==> config.mk <==
export PLATFORM = sky130hd
export DESIGN_NAME = psl_cell
export DESIGN_NICKNAME = d
export VERILOG_FILES = /design/src/rtl/core/psl_pkg.sv /design/src/rtl/core/psl_cell.sv
export SDC_FILE = /design/constraint.sdc
export NUM_CORES = 1
export LEC_CHECK = 0
export BUFFER_PORTS_ARGS = -buffer_cell sky130_fd_sc_hd__buf_2
export CAP_MARGIN = 40
export CORE_MARGIN = 5
export CORE_UTILIZATION = 44
export CTS_BUF_LIST = sky130_fd_sc_hd__clkbuf_8
export DETAILED_ROUTE_END_ITERATION = 12
export GPL_TIMING_DRIVEN = 0
export PLACE_DENSITY = 0.7
export SETUP_SLACK_MARGIN = 0.05
export SLEW_MARGIN = 20
export SYNTH_ARGS = -nofsm -noshare
export SYNTH_HDL_FRONTEND = slang
export SYNTH_SLANG_ARGS = --single-unit
==> constraint.sdc <==
create_clock -name i_clk -period 5.9 [get_ports i_clk]
set_input_delay 0.295 -clock i_clk [delete_from_list [all_inputs] [get_ports i_clk]]
set_output_delay 0.295 -clock i_clk [all_outputs]
set_load 0.05 [all_outputs]
==> src/rtl/core/psl_pkg.sv <==
// ----------------------------------------------------------------------------
// psl_pkg
// shared types, constants and helpers of the per-source connection limiter
// ----------------------------------------------------------------------------
package psl_pkg;

    // table size, one cell per entry
    localparam int TABLE_ENTRIES = 64;

    // request kinds
    typedef enum logic [1:0] {
        KIND_CHECK  = 2'd0,
        KIND_CONN   = 2'd1,
        KIND_FAIL   = 2'd2,
        KIND_LOOKUP = 2'd3
    } t_kind;

    // configuration register indexes
    localparam logic [1:0] CFG_MAX_CONN   = 2'd0;
    localparam logic [1:0] CFG_WINDOW_LEN = 2'd1;
    localparam logic [1:0] CFG_MAX_FAIL   = 2'd2;
    localparam logic [1:0] CFG_BAN_LEN    = 2'd3;

    typedef struct packed {
        logic [1:0]  kind;
        logic [31:0] ip_address;
        logic [31:0] now_time;
    } t_in;

    typedef struct packed {
        logic        allowed;
        logic        found;
        logic        banned;
        logic        table_full;
        logic [15:0] connection_count;
        logic [15:0] failure_count;
    } t_out;

    typedef struct packed {
        logic [15:0] max_connections;
        logic [31:0] window_length;
        logic [15:0] fail_limit;
        logic [31:0] ban_length;
    } t_cfg;

    localparam t_cfg CFG_RESET = '{
        max_connections: 16'd10,
        window_length:   32'd60000,
        fail_limit:      16'd5,
        ban_length:      32'd300000
    };

    // request token walking the cell chain
    typedef struct packed {
        logic valid;
        logic done;
        t_in  req;
        t_out res;
    } t_token;

    // ban window test on wrapping time
    function automatic logic is_banned(input logic [31:0] ban_end,
                                       input logic [31:0] now,
                                       input logic [31:0] ban_len);
        logic [31:0] r;
        r = ban_end - now;
        return (r != 32'd0) && (r <= ban_len);
    endfunction

    // saturating increment of a 16-bit count
    function automatic logic [15:0] sat_inc(input logic [15:0] v);
        return (v == 16'hFFFF) ? v : v + 16'd1;
    endfunction

endpackage

==> src/rtl/core/psl_cell.sv <==
// ----------------------------------------------------------------------------
// psl_cell
// one table entry plus one token stage; serves the request on key hit, or
// finishes it at the first free slot, where a CONN or FAIL takes the slot
// ----------------------------------------------------------------------------
module psl_cell (
    input  logic             i_clk,
    input  logic             i_rst_n,
    input  logic             i_adv,
    input  psl_pkg::t_cfg    i_cfg,
    input  psl_pkg::t_token  i_tok,
    output psl_pkg::t_token  o_tok
);

    logic            r_ent_vld, n_ent_vld;
    logic [31:0]     r_key, n_key;
    logic [15:0]     r_conn, n_conn;
    logic [15:0]     r_fail, n_fail;
    logic [31:0]     r_wstart, n_wstart;
    logic [31:0]     r_banend, n_banend;
    psl_pkg::t_token r_tok, n_tok;

    logic            live;
    logic            hit;
    logic            empty;
    logic            banned_now;
    logic            elapsed;
    logic [15:0]     conn_inc;
    logic [15:0]     fail_inc;
    logic [31:0]     ban_stop;

    // entries fill from the low end and are never freed, so the first
    // free cell proves the key is absent further down
    always_comb begin
        live       = i_tok.valid && !i_tok.done;
        hit        = live && r_ent_vld && (r_key == i_tok.req.ip_address);
        empty      = live && !r_ent_vld;
        banned_now = psl_pkg::is_banned(r_banend, i_tok.req.now_time, i_cfg.ban_length);
        elapsed    = (i_tok.req.now_time - r_wstart) > i_cfg.window_length;
        conn_inc   = psl_pkg::sat_inc(r_conn);
        fail_inc   = psl_pkg::sat_inc(r_fail);
        ban_stop   = i_tok.req.now_time + i_cfg.ban_length;

        n_tok     = i_tok;
        n_ent_vld = r_ent_vld;
        n_key     = r_key;
        n_conn    = r_conn;
        n_fail    = r_fail;
        n_wstart  = r_wstart;
        n_banend  = r_banend;

        if (hit) begin
            // update an existing entry
            n_tok.done       = 1'b1;
            n_tok.res        = '0;
            n_tok.res.found  = 1'b1;
            n_tok.res.banned = banned_now;
            case (i_tok.req.kind)
                psl_pkg::KIND_CHECK: begin
                    if (banned_now) begin
                        n_tok.res.allowed = 1'b0;
                    end else if (elapsed) begin
                        n_conn            = 16'd0;
                        n_wstart          = i_tok.req.now_time;
                        n_tok.res.allowed = 1'b1;
                    end else begin
                        n_tok.res.allowed = r_conn < i_cfg.max_connections;
                    end
                end
                psl_pkg::KIND_CONN: begin
                    n_conn = conn_inc;
                end
                psl_pkg::KIND_FAIL: begin
                    n_fail = fail_inc;
                    if (fail_inc >= i_cfg.fail_limit) begin
                        n_banend         = ban_stop;
                        n_tok.res.banned = i_cfg.ban_length != 32'd0;
                    end
                end
                default: begin
                end
            endcase
            n_tok.res.connection_count = n_conn;
            n_tok.res.failure_count    = n_fail;
        end else if (empty) begin
            // key absent: record kinds insert here, others finish empty
            n_tok.done = 1'b1;
            n_tok.res  = '0;
            case (i_tok.req.kind)
                psl_pkg::KIND_CHECK: begin
                    n_tok.res.allowed = 1'b1;
                end
                psl_pkg::KIND_CONN: begin
                    n_ent_vld                  = 1'b1;
                    n_key                      = i_tok.req.ip_address;
                    n_conn                     = 16'd1;
                    n_fail                     = 16'd0;
                    n_wstart                   = i_tok.req.now_time;
                    n_banend                   = i_tok.req.now_time;
                    n_tok.res.connection_count = 16'd1;
                end
                psl_pkg::KIND_FAIL: begin
                    n_ent_vld               = 1'b1;
                    n_key                   = i_tok.req.ip_address;
                    n_conn                  = 16'd0;
                    n_fail                  = 16'd1;
                    n_wstart                = i_tok.req.now_time;
                    n_banend                = i_tok.req.now_time;
                    n_tok.res.failure_count = 16'd1;
                    if (i_cfg.fail_limit <= 16'd1) begin
                        n_banend         = ban_stop;
                        n_tok.res.banned = i_cfg.ban_length != 32'd0;
                    end
                end
                default: begin
                end
            endcase
        end
    end

    // control state and token stage
    always_ff @(posedge i_clk) begin
        if (!i_rst_n) begin
            r_ent_vld   <= 1'b0;
            r_tok.valid <= 1'b0;
        end else if (i_adv) begin
            r_ent_vld <= n_ent_vld;
            r_tok     <= n_tok;
        end
    end

    // entry payload
    always_ff @(posedge i_clk) begin
        if (i_adv) begin
            r_key    <= n_key;
            r_conn   <= n_conn;
            r_fail   <= n_fail;
            r_wstart <= n_wstart;
            r_banend <= n_banend;
        end
    end

    assign o_tok = r_tok;

endmodule

==> results.md <==
* Cell-internal power at 3.31 mW
* Row count at 71
* First-pass GRT wire length at 76400 µm
* Slew headroom at 50.2%
* Synthesized area at 16900 µm²
* Multi-input gate area at 9210 µm²
* Clock share of power at 35.5%
* HPWL Detailed at 38600 µm
* Area share of the largest cell type after synthesis at 41.1%
* Worst Skew at 35.6 ps
* Drt via density at 5.43
* Synth Warn # at 0
* Synth cell types at 78
* Max FO, Critical Path at 7
* Placed cells at 2538
* Crit Path Category: reg2reg
* Setup TNS at 0 ps
* Worst Setup End Kind: flip-flop
* Number of nets in the layout at 2565
* Sequential cell area fraction in the yosys report at 41.4%
* Cts bufs inserted at 43
* MaxCap Viol Count at 0
* Synthesized instance count at 1715
* Max Freq at 179 MHz
* Fin crit share at 94.7%
* Final worst slack at 310 ps
* Worst EP required at 6230 ps
* H-tree levels at 2
* Worst r2r src: r_wstart[0]
* Min Tclk post-route at 5590 ps
* Crit-path cells: ha_1 -> inv_1 -> fa_1 -> a21oi_2 -> o21ai_0 -> a2111oi_2 -> o31ai_2 -> a221o_1 -> a21oi_4 -> o21a_1 -> o2111ai_1 -> and3_1 -> a311oi_2 -> o21ai_0 -> xor2_1 -> ha_1 -> nand4_1 -> a311oi_2 -> o31ai_4 -> o21a_4 -> a22oi_1 -> o21ai_1
* Worst setup path end: o_tok[28]
* Final WL at 50600 µm
* Outcome: finished, final reports clean
* Clk buf depth at 3
* Most used flip-flop cell after synthesis: edfxtp_1
* Seq cells post-synth at 233
* HP Class: in2reg
* Placement Setup Slack at -683 ps
* Commonest non-fill, non-tap cell in the layout: buf_2
* Total GRT Usage at 22.7%
* Crit path DAT at 5920 ps
* Switch share at 31.2%
* Fin area at 21200 µm²
* Clock Sinks at 233
* Ports at 307
* Placer Congestion at 0.913
* Area of placed instances at 19200 µm²
* Port Buffers at 306
* First drt pass iteration count at 5
* Initial Utilization at 44.7%
* Commonest cells after routing, fill and taps aside: buf_2, edfxtp_1, inv_1
* Drt wl/cell at 18.6 µm
* Peak supply drop at 0.221 mV
* Routed Antenna Nets at 0
* CP Launch Type: flip-flop
* Area grow syn2layout at 25.7%
* Share of total power in combinational logic at 24.8%
* Fraction of layout cells with a size suffix above 1 at 20.0%
* Largest net degree at the start of global routing at 54
* Reg clk slew, reported paths at 60 ps
* Die width at 206 µm
* Hold Violations, Final at 0
* Lkg Pwr at 9.48 nW
* CTS tree: done
* Worst-Margin Slew at 747 ps
* Die area at 42300 µm²
* Via count at 14700
* Register Area at 6980 µm²
* Number of antenna violations at the first check in global routing at 3
* EDFF count, synth at 231
* Chip Height at 206 µm
* Syn avg cell area at 9.83 µm²
* P_sw at 1.50 mW
* R2R setup slack at 310 ps
* DRC violations left at 0
* Hold depth at 1
* Synth area leaders: edfxtp_1, ha_1, inv_1
* GR Overflow Total at 0
* CP max-delay cell: a2111oi_2
* Vias in the first global route at 14800
* Slew Limit Fails at 0
* RSZ-0062 raised after global routing: true
* Core region area at 37800 µm²
* Worst stage delay on the critical path at 490 ps
* Fill count at 3249
* Async S/R FF share, synth at 0%
* Worst R2R Path Depth at 22
* Clk_lat worst skew at 610 ps
* Reg2reg end: o_tok[28]
* Clk root buf: clkbuf_8
* Register share of total power at 39.7%
* CP startpoint: r_wstart[0]
* Setup-failing EPs final at 0
* Most area-hungry cell type in the Yosys netlist: edfxtp_1
* Power per cell area at 227 nW/µm²
* Fin cells at 2713
* Synth Net Count at 2114
* Initial DRC Count at 824
==> cells by family (layout without fill, tap and decap cells) <==
logic type	count (synthesis)	count (layout)	synth area share, %
xor gates and xnor gates	129	129	6.70
other	0	4	0
adders and majority gates	196	196	14.7
muxes	15	15	0.935
AOI/OAI and AO/OA	442	442	17.3
and+or+nand+nor	471	474	13.9
buffers and inverters	229	709	5.15
DFF	233	233	41.4
==> power by group through the flow <==
stage | Sequential, mW | Combinational (mW) | Clock, mW
global route | 1.92 | 1.31 | 1.82
global placement | 1.95 | 1.07 | 0
floorplan | 2.10 | 0.615 | 0
CTS | 1.91 | 1.17 | 1.75
finish | 1.91 | 1.19 | 1.71
detailed placement | 1.95 | 1.11 | 0
==> synth_stat cells (all sizes together), types with 33 or more instances <==
cell    count
xnor2      75
a21oi     104
nor2      108
nand4      43
o21ai     118
inv       195
nor3       33
nand3      38
o21a       36
ha        193
nand2     122
a21o       70
xor2       54
edfxtp    231
==> final cells by class <==
cell class / count / share of cell area [%]
Buffer: 33 / 0.626
Clock inverter: 34 / 1.55
Clock buffer: 43 / 2.79
Antenna cell: 4 / 0.0472
Inverter: 196 / 3.47
Tap cell: 511 / 3.02
Timing Repair Buffer: 403 / 12.1
Multi-Input combinational cell: 1256 / 43.5
Sequential cell: 233 / 32.9
==> per-layer routing <==
layer / GRT usage [%] / vias to the layer above / share of wire, %
li1: - / 7183 / -
met1: 27.7 / 6879 / 40
met2: 40.2 / 556 / 49
met3: 3.66 / 113 / 7.1
met4: 9.20 / 0 / 3.5
met5: 0 / - / 0
==> repair_timing <==
item | CTS | global route
resized for setup | 5 | 24
pin swaps | 0 | 10
endpoints found under the setup margin | 65 | 87
hold buffers | 90 | 0
endpoints found under the hold margin | 145 | 0
gates cloned | 0 | 3
setup buffers | 0 | 1
==> state kept, by name, summed over array words and instances (netlist names) <==
register   cells
r_wstart      32
r_key         32
o_tok        104
r_fail        16
r_ent_vld      1
r_conn        16
r_banend      32
==> worst min-delay path by stage <==
stage                          start    endpoint  slack (ps)
after floorplan           i_tok[100]  o_tok[100]         390
after global placement     r_ent_vld   r_ent_vld         490
after detailed placement  o_tok[103]  o_tok[103]         520
after CTS                  i_tok[27]   o_tok[27]           5
after global routing       i_tok[27]   o_tok[27]          20
final                      i_tok[43]   o_tok[43]          40
==> critical path: cells and delay by family (launching register included) <==
| family | cells | cell delay [ps] |
|---|---|---|
| AO/OA/AOI/OAI | 15 | 3500 |
| buffers and inverters | 1 | 50 |
| flip-flops | 1 | 320 |
| AND/OR/NAND/NOR | 2 | 420 |
| adder cells (fa/ha/maj) | 3 | 870 |
| XOR/XNOR | 1 | 160 |
==> stage by stage <==
stage	hold WS (ps)	utilization (%)	power, mW
final	35.2	56.2	4.82
after global routing	23.0	56.1	5.05
after CTS	4.57	55.7	4.83
after detailed placement	516	50.9	3.06
after global placement	493	50.4	3.02
after floorplan	394	-	2.72
(Power assumes the default switching activity.)
